## config.mk

```make
export PLATFORM = sky130hd
export DESIGN_NAME = coprocessor_system_register_bank
export DESIGN_NICKNAME = d
export VERILOG_FILES = /design/src/design/csrb_pkg.sv /design/src/design/csrb_ram.sv /design/src/design/coprocessor_system_register_bank.sv
export SDC_FILE = /design/constraint.sdc
export NUM_CORES = 2
export LEC_CHECK = 0
export BUFFER_PORTS_ARGS = -buffer_cell sky130_fd_sc_hd__buf_2
export CELL_PAD_IN_SITES_DETAIL_PLACEMENT = 0
export CELL_PAD_IN_SITES_GLOBAL_PLACEMENT = 1
export CORE_MARGIN = 5
export CORE_UTILIZATION = 45
export CTS_BUF_LIST = sky130_fd_sc_hd__clkbuf_8
export DETAILED_ROUTE_END_ITERATION = 10
export PLACE_DENSITY = 0.73
export SLEW_MARGIN = 20
export SYNTH_ARGS = -nofsm -noshare
export SYNTH_HDL_FRONTEND = slang
export SYNTH_SLANG_ARGS = --single-unit
export TNS_END_PERCENT = 20
```

## constraint.sdc

```tcl
create_clock -name clk -period 4.7 [get_ports clk]
set_clock_uncertainty 0.15 [all_clocks]
set_input_delay 0.235 -clock clk [delete_from_list [all_inputs] [get_ports clk]]
set_output_delay 0.235 -clock clk [all_outputs]
set_load 0.02 [all_outputs]
```

## src/design/csrb_pkg.sv

```systemverilog
// ----------------------------------------------------------------------------
// csrb_pkg
// Shared types, register indexes, decoder and reset values for the
// coprocessor system register bank.
// ----------------------------------------------------------------------------
package csrb_pkg;

	// Number of implemented registers and the width of an index into them.
	localparam int NUM_REGS = 40;
	localparam int IDX_W    = $clog2(NUM_REGS);
	localparam int DATA_W   = 32;

	// Field widths of one access.
	localparam int CRN_W = 4;
	localparam int OP1_W = 3;
	localparam int CRM_W = 4;
	localparam int OP2_W = 3;

	// Payload widths on the stream ports.
	localparam int S_TDATA_W = 48;
	localparam int S_TUSER_W = 1;
	localparam int M_TDATA_W = 64;
	localparam int M_TUSER_W = 8;

	typedef logic [IDX_W-1:0] reg_idx_t;

	// Access kind.
	localparam logic ACT_READ  = 1'b0;
	localparam logic ACT_WRITE = 1'b1;

	// Result status codes.
	typedef enum logic [2:0] {
		STAT_OK         = 3'd0,
		STAT_UNDEF      = 3'd1,
		STAT_READ_ONLY  = 3'd2,
		STAT_BAD_CSEL   = 3'd3,
		STAT_BAD_TBCTL  = 3'd4,
		STAT_CSWITCH    = 3'd5
	} status_t;

	// Register indexes.
	localparam reg_idx_t IX_MIDR       = 6'd0;
	localparam reg_idx_t IX_CTR        = 6'd1;
	localparam reg_idx_t IX_MMFR0      = 6'd2;
	localparam reg_idx_t IX_MMFR1      = 6'd3;
	localparam reg_idx_t IX_CCSIDR     = 6'd4;
	localparam reg_idx_t IX_CLIDR      = 6'd5;
	localparam reg_idx_t IX_CSSELR     = 6'd6;
	localparam reg_idx_t IX_SCTLR      = 6'd7;
	localparam reg_idx_t IX_TTBR0      = 6'd8;
	localparam reg_idx_t IX_TTBR1      = 6'd9;
	localparam reg_idx_t IX_TTBCR      = 6'd10;
	localparam reg_idx_t IX_DACR       = 6'd11;
	localparam reg_idx_t IX_DFSR       = 6'd12;
	localparam reg_idx_t IX_IFSR       = 6'd13;
	localparam reg_idx_t IX_DFAR       = 6'd14;
	localparam reg_idx_t IX_IFAR       = 6'd15;
	localparam reg_idx_t IX_ICIALLU    = 6'd16;
	localparam reg_idx_t IX_ICIMVAU    = 6'd17;
	localparam reg_idx_t IX_CP15ISB    = 6'd18;
	localparam reg_idx_t IX_BPIALL     = 6'd19;
	localparam reg_idx_t IX_DCCMVAC    = 6'd20;
	localparam reg_idx_t IX_DCCSW      = 6'd21;
	localparam reg_idx_t IX_CP15DSB    = 6'd22;
	localparam reg_idx_t IX_DCCMVAU    = 6'd23;
	localparam reg_idx_t IX_DCCIMVAC   = 6'd24;
	localparam reg_idx_t IX_DCCISW     = 6'd25;
	localparam reg_idx_t IX_ITLBIALL   = 6'd26;
	localparam reg_idx_t IX_ITLBIMVA   = 6'd27;
	localparam reg_idx_t IX_ITLBIASID  = 6'd28;
	localparam reg_idx_t IX_DTLBIALL   = 6'd29;
	localparam reg_idx_t IX_DTLBIMVA   = 6'd30;
	localparam reg_idx_t IX_DTLBIASID  = 6'd31;
	localparam reg_idx_t IX_TLBIALL    = 6'd32;
	localparam reg_idx_t IX_PRRR       = 6'd33;
	localparam reg_idx_t IX_NMRR       = 6'd34;
	localparam reg_idx_t IX_FCSEIDR    = 6'd35;
	localparam reg_idx_t IX_CONTEXTIDR = 6'd36;
	localparam reg_idx_t IX_TPIDRURW   = 6'd37;
	localparam reg_idx_t IX_TPIDRURO   = 6'd38;
	localparam reg_idx_t IX_TPIDRPRW   = 6'd39;

	// Cache size ID words selected by the cache select register.
	localparam logic [DATA_W-1:0] CSIZE_WORD_0 = 32'hE007E01A;
	localparam logic [DATA_W-1:0] CSIZE_WORD_1 = 32'h2007E01A;
	localparam logic [DATA_W-1:0] CSIZE_WORD_2 = 32'hF03FE03A;

	// Control word bits that raise events.
	localparam int CTRL_MMU_BIT  = 0;
	localparam int CTRL_HVEC_BIT = 13;

	// Decoder result.
	typedef struct packed {
		logic     hit;
		reg_idx_t idx;
	} decode_t;

	// Maps an access tuple onto a register index.
	function automatic decode_t decode_tuple(
		input logic [CRN_W-1:0] crn,
		input logic [OP1_W-1:0] op1,
		input logic [CRM_W-1:0] crm,
		input logic [OP2_W-1:0] op2
	);
		decode_t d;
		d.hit = 1'b1;
		d.idx = IX_MIDR;
		case ({crn, op1, crm, op2})
			{4'd0, 3'd0, 4'd0, 3'd0}:   d.idx = IX_MIDR;
			{4'd0, 3'd0, 4'd0, 3'd1}:   d.idx = IX_CTR;
			{4'd0, 3'd0, 4'd1, 3'd4}:   d.idx = IX_MMFR0;
			{4'd0, 3'd0, 4'd1, 3'd5}:   d.idx = IX_MMFR1;
			{4'd0, 3'd1, 4'd0, 3'd0}:   d.idx = IX_CCSIDR;
			{4'd0, 3'd1, 4'd0, 3'd1}:   d.idx = IX_CLIDR;
			{4'd0, 3'd2, 4'd0, 3'd0}:   d.idx = IX_CSSELR;
			{4'd1, 3'd0, 4'd0, 3'd0}:   d.idx = IX_SCTLR;
			{4'd2, 3'd0, 4'd0, 3'd0}:   d.idx = IX_TTBR0;
			{4'd2, 3'd0, 4'd0, 3'd1}:   d.idx = IX_TTBR1;
			{4'd2, 3'd0, 4'd0, 3'd2}:   d.idx = IX_TTBCR;
			{4'd3, 3'd0, 4'd0, 3'd0}:   d.idx = IX_DACR;
			{4'd5, 3'd0, 4'd0, 3'd0}:   d.idx = IX_DFSR;
			{4'd5, 3'd0, 4'd0, 3'd1}:   d.idx = IX_IFSR;
			{4'd6, 3'd0, 4'd0, 3'd0}:   d.idx = IX_DFAR;
			{4'd6, 3'd0, 4'd0, 3'd2}:   d.idx = IX_IFAR;
			{4'd7, 3'd0, 4'd5, 3'd0}:   d.idx = IX_ICIALLU;
			{4'd7, 3'd0, 4'd5, 3'd1}:   d.idx = IX_ICIMVAU;
			{4'd7, 3'd0, 4'd5, 3'd4}:   d.idx = IX_CP15ISB;
			{4'd7, 3'd0, 4'd5, 3'd6}:   d.idx = IX_BPIALL;
			{4'd7, 3'd0, 4'd10, 3'd1}:  d.idx = IX_DCCMVAC;
			{4'd7, 3'd0, 4'd10, 3'd2}:  d.idx = IX_DCCSW;
			{4'd7, 3'd0, 4'd10, 3'd4}:  d.idx = IX_CP15DSB;
			{4'd7, 3'd0, 4'd11, 3'd1}:  d.idx = IX_DCCMVAU;
			{4'd7, 3'd0, 4'd14, 3'd1}:  d.idx = IX_DCCIMVAC;
			{4'd7, 3'd0, 4'd14, 3'd2}:  d.idx = IX_DCCISW;
			{4'd8, 3'd0, 4'd5, 3'd0}:   d.idx = IX_ITLBIALL;
			{4'd8, 3'd0, 4'd5, 3'd1}:   d.idx = IX_ITLBIMVA;
			{4'd8, 3'd0, 4'd5, 3'd2}:   d.idx = IX_ITLBIASID;
			{4'd8, 3'd0, 4'd6, 3'd0}:   d.idx = IX_DTLBIALL;
			{4'd8, 3'd0, 4'd6, 3'd1}:   d.idx = IX_DTLBIMVA;
			{4'd8, 3'd0, 4'd6, 3'd2}:   d.idx = IX_DTLBIASID;
			{4'd8, 3'd0, 4'd7, 3'd0}:   d.idx = IX_TLBIALL;
			{4'd10, 3'd0, 4'd2, 3'd0}:  d.idx = IX_PRRR;
			{4'd10, 3'd0, 4'd2, 3'd1}:  d.idx = IX_NMRR;
			{4'd13, 3'd0, 4'd0, 3'd0}:  d.idx = IX_FCSEIDR;
			{4'd13, 3'd0, 4'd0, 3'd1}:  d.idx = IX_CONTEXTIDR;
			{4'd13, 3'd0, 4'd0, 3'd2}:  d.idx = IX_TPIDRURW;
			{4'd13, 3'd0, 4'd0, 3'd3}:  d.idx = IX_TPIDRURO;
			{4'd13, 3'd0, 4'd0, 3'd4}:  d.idx = IX_TPIDRPRW;
			default:                    d.hit = 1'b0;
		endcase
		return d;
	endfunction

	// Value of a register after reset.
	function automatic logic [DATA_W-1:0] reg_reset_value(input reg_idx_t idx);
		logic [DATA_W-1:0] v;
		case (idx)
			IX_MIDR:   v = 32'h411FC083;
			IX_CTR:    v = 32'h80048004;
			IX_MMFR0:  v = 32'h31100003;
			IX_MMFR1:  v = 32'h20000000;
			IX_CCSIDR: v = CSIZE_WORD_0;
			IX_CLIDR:  v = 32'h0A000023;
			IX_SCTLR:  v = 32'h00C5187A;
			IX_DACR:   v = 32'h0000000F;
			IX_PRRR:   v = 32'h00098AA4;
			IX_NMRR:   v = 32'h44E048E0;
			default:   v = '0;
		endcase
		return v;
	endfunction

	// Cache size ID word for an accepted cache select value.
	function automatic logic [DATA_W-1:0] csize_word(input logic [1:0] sel);
		logic [DATA_W-1:0] v;
		case (sel)
			2'd0:    v = CSIZE_WORD_0;
			2'd1:    v = CSIZE_WORD_1;
			default: v = CSIZE_WORD_2;
		endcase
		return v;
	endfunction

endpackage

```

## src/design/csrb_ram.sv

```systemverilog
// ----------------------------------------------------------------------------
// csrb_ram
// Generic single-write, single-read RAM with a registered read port.
// ----------------------------------------------------------------------------
module csrb_ram #(
	parameter int WIDTH = 32,
	parameter int DEPTH = 40
) (
	input  logic                     clk,
	input  logic                     we,
	input  logic [$clog2(DEPTH)-1:0] waddr,
	input  logic [WIDTH-1:0]         wdata,
	input  logic [$clog2(DEPTH)-1:0] raddr,
	output logic [WIDTH-1:0]         rdata
);

	logic [WIDTH-1:0] mem_q [DEPTH];

	// Write port.
	always_ff @(posedge clk) begin
		if (we) begin
			mem_q[waddr] <= wdata;
		end
	end

	// Registered read port.
	always_ff @(posedge clk) begin
		rdata <= mem_q[raddr];
	end

endmodule

```

## src/design/coprocessor_system_register_bank.sv

```systemverilog
// ----------------------------------------------------------------------------
// coprocessor_system_register_bank
// System control coprocessor register file: decodes one access, reads or
// writes the addressed register and reports side-effect events.
// ----------------------------------------------------------------------------
// The 40 registers live in one RAM with a registered read. An item is
// accepted in the idle state and its register is read in that cycle; in the
// access state the result is formed, and once the output register can take
// it, any write is stored and the result is placed in the output register. A
// successful write to the cache select register then passes through a further
// state that loads the cache size ID word through the RAM's single write
// port. The input side accepts a new item while a result still waits in the
// output register. Reset values come from a table behind a valid bit per
// register, so no clearing pass is needed after reset.
module coprocessor_system_register_bank (
	input  logic                               clk,
	input  logic                               arst_n,
	input  logic                               s_tvalid,
	output logic                               s_tready,
	// primary_reg[3:0], opcode_one[6:4], secondary_reg[10:7], opcode_two[13:11],
	// write_value[45:14], zero fill[47:46]
	input  logic [csrb_pkg::S_TDATA_W-1:0]     s_tdata,
	// action[0]
	input  logic [csrb_pkg::S_TUSER_W-1:0]     s_tuser,
	output logic                               m_tvalid,
	input  logic                               m_tready,
	// read_data[31:0], previous_value[63:32]
	output logic [csrb_pkg::M_TDATA_W-1:0]     m_tdata,
	// status[2:0], mmu_enable_event[3], high_vector_event[4], table_base_event[5],
	// domain_change_event[6], mirror_event[7]
	output logic [csrb_pkg::M_TUSER_W-1:0]     m_tuser
);

	import csrb_pkg::*;

	typedef enum logic [2:0] {
		S_IDLE   = 3'b001,
		S_ACCESS = 3'b010,
		S_CSIZE  = 3'b100
	} state_t;

	state_t            state_q, state_d;
	logic              act_q;
	logic              hit_q;
	reg_idx_t          idx_q;
	logic [DATA_W-1:0] val_q;
	logic [DATA_W-1:0] csize_q;
	logic [NUM_REGS-1:0] valid_q;
	logic              m_tvalid_q;
	logic [M_TDATA_W-1:0] m_tdata_q;
	logic [M_TUSER_W-1:0] m_tuser_q;

	logic [CRN_W-1:0]  in_crn;
	logic [OP1_W-1:0]  in_op1;
	logic [CRM_W-1:0]  in_crm;
	logic [OP2_W-1:0]  in_op2;
	logic [DATA_W-1:0] in_val;
	decode_t           dec;
	logic              accept;

	reg_idx_t          ram_raddr;
	logic [DATA_W-1:0] ram_rdata;
	logic              ram_we;
	reg_idx_t          ram_waddr;
	logic [DATA_W-1:0] ram_wdata;

	logic [DATA_W-1:0] cur;
	status_t           status;
	logic              write_ok;
	logic              out_free;
	logic              finish;
	logic [DATA_W-1:0] rd_data;
	logic [DATA_W-1:0] prev;
	logic              ev_mmu, ev_hv, ev_tb, ev_dom, ev_mir;

	// Unpack the input item and decode its tuple.
	assign in_crn = s_tdata[3:0];
	assign in_op1 = s_tdata[6:4];
	assign in_crm = s_tdata[10:7];
	assign in_op2 = s_tdata[13:11];
	assign in_val = s_tdata[45:14];
	assign dec    = decode_tuple(in_crn, in_op1, in_crm, in_op2);

	assign s_tready = (state_q == S_IDLE);
	assign accept   = s_tvalid && s_tready;

	// The read is issued at acceptance and repeated while the result stalls.
	assign ram_raddr = (state_q == S_IDLE) ? dec.idx : idx_q;

	csrb_ram #(
		.WIDTH(DATA_W),
		.DEPTH(NUM_REGS)
	) u_ram (
		.clk  (clk),
		.we   (ram_we),
		.waddr(ram_waddr),
		.wdata(ram_wdata),
		.raddr(ram_raddr),
		.rdata(ram_rdata)
	);

	// Current register value; an entry never written reads its reset value.
	assign cur = valid_q[idx_q] ? ram_rdata : reg_reset_value(idx_q);

	// Access checks and write refusal rules.
	always_comb begin
		status = STAT_OK;
		if (!hit_q) begin
			status = STAT_UNDEF;
		end else if (act_q == ACT_WRITE) begin
			if (idx_q == IX_CCSIDR || idx_q == IX_CLIDR) begin
				status = STAT_READ_ONLY;
			end else if (idx_q == IX_CSSELR && val_q > 32'd2) begin
				status = STAT_BAD_CSEL;
			end else if (idx_q == IX_TTBCR && val_q[2:0] != 3'd0) begin
				status = STAT_BAD_TBCTL;
			end else if (idx_q == IX_FCSEIDR) begin
				status = STAT_CSWITCH;
			end
		end
	end

	assign write_ok = hit_q && (act_q == ACT_WRITE) && (status == STAT_OK);

	// Result fields and event flags.
	always_comb begin
		rd_data = (hit_q && act_q == ACT_READ) ? cur : '0;
		prev    = write_ok ? cur : '0;
		ev_mmu  = write_ok && idx_q == IX_SCTLR &&
		          !cur[CTRL_MMU_BIT] && val_q[CTRL_MMU_BIT];
		ev_hv   = write_ok && idx_q == IX_SCTLR &&
		          !cur[CTRL_HVEC_BIT] && val_q[CTRL_HVEC_BIT];
		ev_tb   = write_ok && idx_q == IX_TTBR0;
		ev_dom  = write_ok && idx_q == IX_DACR && (cur != val_q);
		ev_mir  = write_ok && (idx_q == IX_PRRR || idx_q == IX_NMRR ||
		          idx_q == IX_CONTEXTIDR || idx_q == IX_TPIDRURO);
	end

	// The result completes once the output register can take it.
	assign out_free = !m_tvalid_q || m_tready;
	assign finish   = (state_q == S_ACCESS) && out_free;

	// RAM write: the addressed register, then the cache size ID if selected.
	always_comb begin
		ram_we    = 1'b0;
		ram_waddr = idx_q;
		ram_wdata = val_q;
		case (state_q)
			S_ACCESS: begin
				ram_we = finish && write_ok;
			end
			S_CSIZE: begin
				ram_we    = 1'b1;
				ram_waddr = IX_CCSIDR;
				ram_wdata = csize_q;
			end
			default: begin
				ram_we = 1'b0;
			end
		endcase
	end

	// Sequencer.
	always_comb begin
		state_d = state_q;
		case (state_q)
			S_IDLE: begin
				if (accept) begin
					state_d = S_ACCESS;
				end
			end
			S_ACCESS: begin
				if (finish) begin
					state_d = (write_ok && idx_q == IX_CSSELR) ? S_CSIZE : S_IDLE;
				end
			end
			S_CSIZE: begin
				state_d = S_IDLE;
			end
			default: begin
				state_d = S_IDLE;
			end
		endcase
	end

	always_ff @(posedge clk or negedge arst_n) begin
		if (!arst_n) begin
			state_q <= S_IDLE;
		end else begin
			state_q <= state_d;
		end
	end

	// Accepted item.
	always_ff @(posedge clk) begin
		if (accept) begin
			act_q <= s_tuser[0];
			hit_q <= dec.hit;
			idx_q <= dec.idx;
			val_q <= in_val;
		end
		if (finish) begin
			csize_q <= csize_word(val_q[1:0]);
		end
	end

	// One valid bit per register, set on its first write.
	always_ff @(posedge clk or negedge arst_n) begin
		if (!arst_n) begin
			valid_q <= '0;
		end else if (ram_we) begin
			valid_q[ram_waddr] <= 1'b1;
		end
	end

	// Output register.
	always_ff @(posedge clk or negedge arst_n) begin
		if (!arst_n) begin
			m_tvalid_q <= 1'b0;
		end else if (finish) begin
			m_tvalid_q <= 1'b1;
		end else if (m_tready) begin
			m_tvalid_q <= 1'b0;
		end
	end

	always_ff @(posedge clk) begin
		if (finish) begin
			m_tdata_q <= {prev, rd_data};
			m_tuser_q <= {ev_mir, ev_dom, ev_tb, ev_hv, ev_mmu, status};
		end
	end

	assign m_tvalid = m_tvalid_q;
	assign m_tdata  = m_tdata_q;
	assign m_tuser  = m_tuser_q;

endmodule
```

==> impl_metrics.toml <==
[global_routing]
grt_pass1_wl_um = 248000
grt_max_degree = 105
grt_pass1_vias = 36500
overflow = 0
grt_antenna_before_repair = 8
grt_use_total = 0.238

[worst_hold_path]
hold_path_class = "input port to register"
hold_depth = 4
hold_end = "idx_q[4]"
min_from = "s_tdata[4]"

[logic_synthesis]
ys_types = 95
yosysTopAreaCellShare = 0.694
seq_area_frac_synth = 0.723
yosys.area.top_type = "edfxtp_1"
synthAdderAreaFrac = 0
synthArstFlopShare = 0.0299
muxShareOfSynthArea = 0.0596
netlist_area_um2 = 60300
ys_warn_count = 0
netlist_instances = 4410
ys_seq_elements = 1470
yosys.area_share.simple = 0.127
synth_top_family_by_area = "simple AND/OR/NAND/NOR gates"
synth_top_cells_by_area = "edfxtp_1, nand2_1, mux2i_1"
synth-edff-count = 1394
avgSynthCellArea_um2 = 13.7
synth_flop_cell = "edfxtp_1"
synth-compound-area-share = 0.0632
synth-xor-area-share = 0.00320

[detailed_routing]
routedWlPerCell_um = 25.3
routed_wl_um = 171000
final_antenna_net_count = 0
dr_total_vias = 38200
drt_iter0_drc = 3700
viasPerCell = 5.65
drt_pass1_iterations = 6
drc = 0

[timing]
max_slew_margin = 0.277
finalCritPeriodShare = 0.937
worst_pin_slew_ns = 1.08
layout_setup_ws_ns = 0.297
rsz0062_at_grt = "false"
fin_setup_tns_ns = 0
hold_viol_final = 0
maxSlewViolCount = 0
max_freq_mhz = 227
setup_violations = 0
period_minus_slack_ns = 4.40

[floorplan]
io_pins = 127
fp.coreArea_um2 = 133000
die_h_um = 376
die_w_um = 376
dieArea_um2 = 141000
start_util = 0.452
rows = 134

[setup_path]
reg2reg_depth = 10
worstSetupPathType = "register to register"
critPathMaxFanout = 21
critPathLaunchType = "register"
rr_endpoint = "m_tuser[6]"
crit_path_end_kind = "register"
required_ns = 5.21
arrival_ns = 4.92
regToRegSetupSlack_ns = 0.30
worstReg2RegStart = "idx_q[0]"

[clock_tree]
cts.sinks = 1470
hold_buffers = 85
cts_tree = "yes"
postCtsSetupBuffers = 0
numCtsBuffers = 218
cts.clk_slew.worst_paths_ns = 0.07
clock-root-buffer = "clkbuf_8"
clock_path_buffers = 3
cts.repair.resized = 0
cts_htree_levels = 4
clock_latency_ns = 0.96

[final_layout]
fin_util = 0.522
layout_commonest_cell = "edfxtp_1"
drive_gt1_frac = 0.159
syn_to_final_growth_pct = 15.4
nets = 4867
final_cell_mix = "edfxtp_1, nand2_1, mux2i_1"

[placed_design]
dpl.hpwl_um = 99800
pre_cts_slack_ns = 0.347
place.gp.congestion = 0.880
port_buffers = 124

[pwr]
pwr_density_cell_nw_per_um2 = 423
cellLeakagePower_nw = 25.1
totalPowerFinal_mw = 29.4
ir_drop_uv = 302

[outcome]
outcome = "complete, no violations"

[run]
cap_violations = 0
==> flip-flops by register name, indices dropped and copies added, names as in the netlist, 3 cells and up <==
signal       flops
m_tuser          8
u_ram.rdata     32
u_ram.mem_q   1280
val_q           32
m_tdata         64
idx_q            6
state_q          3
valid_q         40
==> area by class of cell <==
cell class | count | area, um^2
clock buffers | 237 | 3260
multi-input cells | 2700 | 15900
diodes | 3 | 7.51
well taps | 1768 | 2210
flip-flops and latches | 1470 | 43600
clock inverters | 168 | 937
inverters | 14 | 52.6
fillers | 11100 | 63700
repair buffers | 410 | 3600
==> logic make-up (layout without fill, tap and decap cells) <==
kind of cell    after synthesis  after routing
compound gates              576            576
xor+xnor                     22             22
buf+inv                     303            829
flops                      1470           1470
mux                         348            348
other cells                   1             67
simple gates               1690           1690
==> metal layers <==
layer | global-route usage | vias to the layer above | part of all wire
met4 | 0.0802 | 2 | 0.030
met1 | 0.334 | 19200 | 0.42
met3 | 0.0436 | 275 | 0.078
met5 | 0 | - | 0.000070
li1 | - | 17200 | -
met2 | 0.379 | 1541 | 0.47
==> cells in the mapped netlist (all sizes together), types with 7 or more instances <==
cell type and number:
and2 21, a211oi 7, and4 34, mux2i 279
or4 12, mux2 67, edfxtp 1394, dfrtp 43
clkbuf 145, nand2 913, or3b 7, a21oi 146
o2111ai 35, inv 12, a221oi 36, buf 144
nor3b 9, a31oi 7, nor2 182, nand2b 22
nand3 268, xor2 15, o21ai 151, or2 44
dfxtp 32, and3 20, nor3 63, nor4 24
xnor2 7, a2111oi 7, o211ai 127, nor4b 10
o31ai 7, nand4 12, nand3b 10, nor2b 17
==> worst max path at each step <==
| stage | cells after the start | to | from | slack [ns] |
|---|---|---|---|---|
| floorplan | 2 | csize_q[28] | state_q[2] | 0.03 |
| global placement | 10 | m_tuser[6] | idx_q[0] | 0.37 |
| detailed placement | 10 | m_tuser[6] | idx_q[0] | 0.35 |
| CTS | 10 | m_tuser[6] | idx_q[0] | 0.36 |
| global route | 10 | m_tuser[6] | idx_q[0] | 0.08 |
| finish | 10 | m_tuser[6] | idx_q[0] | 0.30 |
==> where the power goes <==
group,switching (mW),internal (mW)
logic,2.93,1.51
registers,0.439,14.7
clock network,4.91,4.99
==> per-stage QoR <==
step | hold WS [ns] | cells | instance area, um^2
after floorplan | -0.211 | 4473 | 60500
after global placement | 0.210 | 6277 | 64500
after detailed placement | 0.213 | 6277 | 64500
after CTS | 0.00842 | 6767 | 69500
after global routing | 0.0659 | 6769 | 69600
final | 0.107 | 6770 | 69600
==> critical path, stage by stage, from the launching register on <==
cell      delay, ns
edfxtp_1       0.32
buf_4          0.27
mux4_2         0.66
a22oi_2        0.63
nand2_1        0.54
buf_4          0.34
a211oi_1       0.23
o221ai_1       0.13
or4_1          0.53
nor4_1         0.26
nor3b_1        0.08
Power figures use the tool's default switching activity.
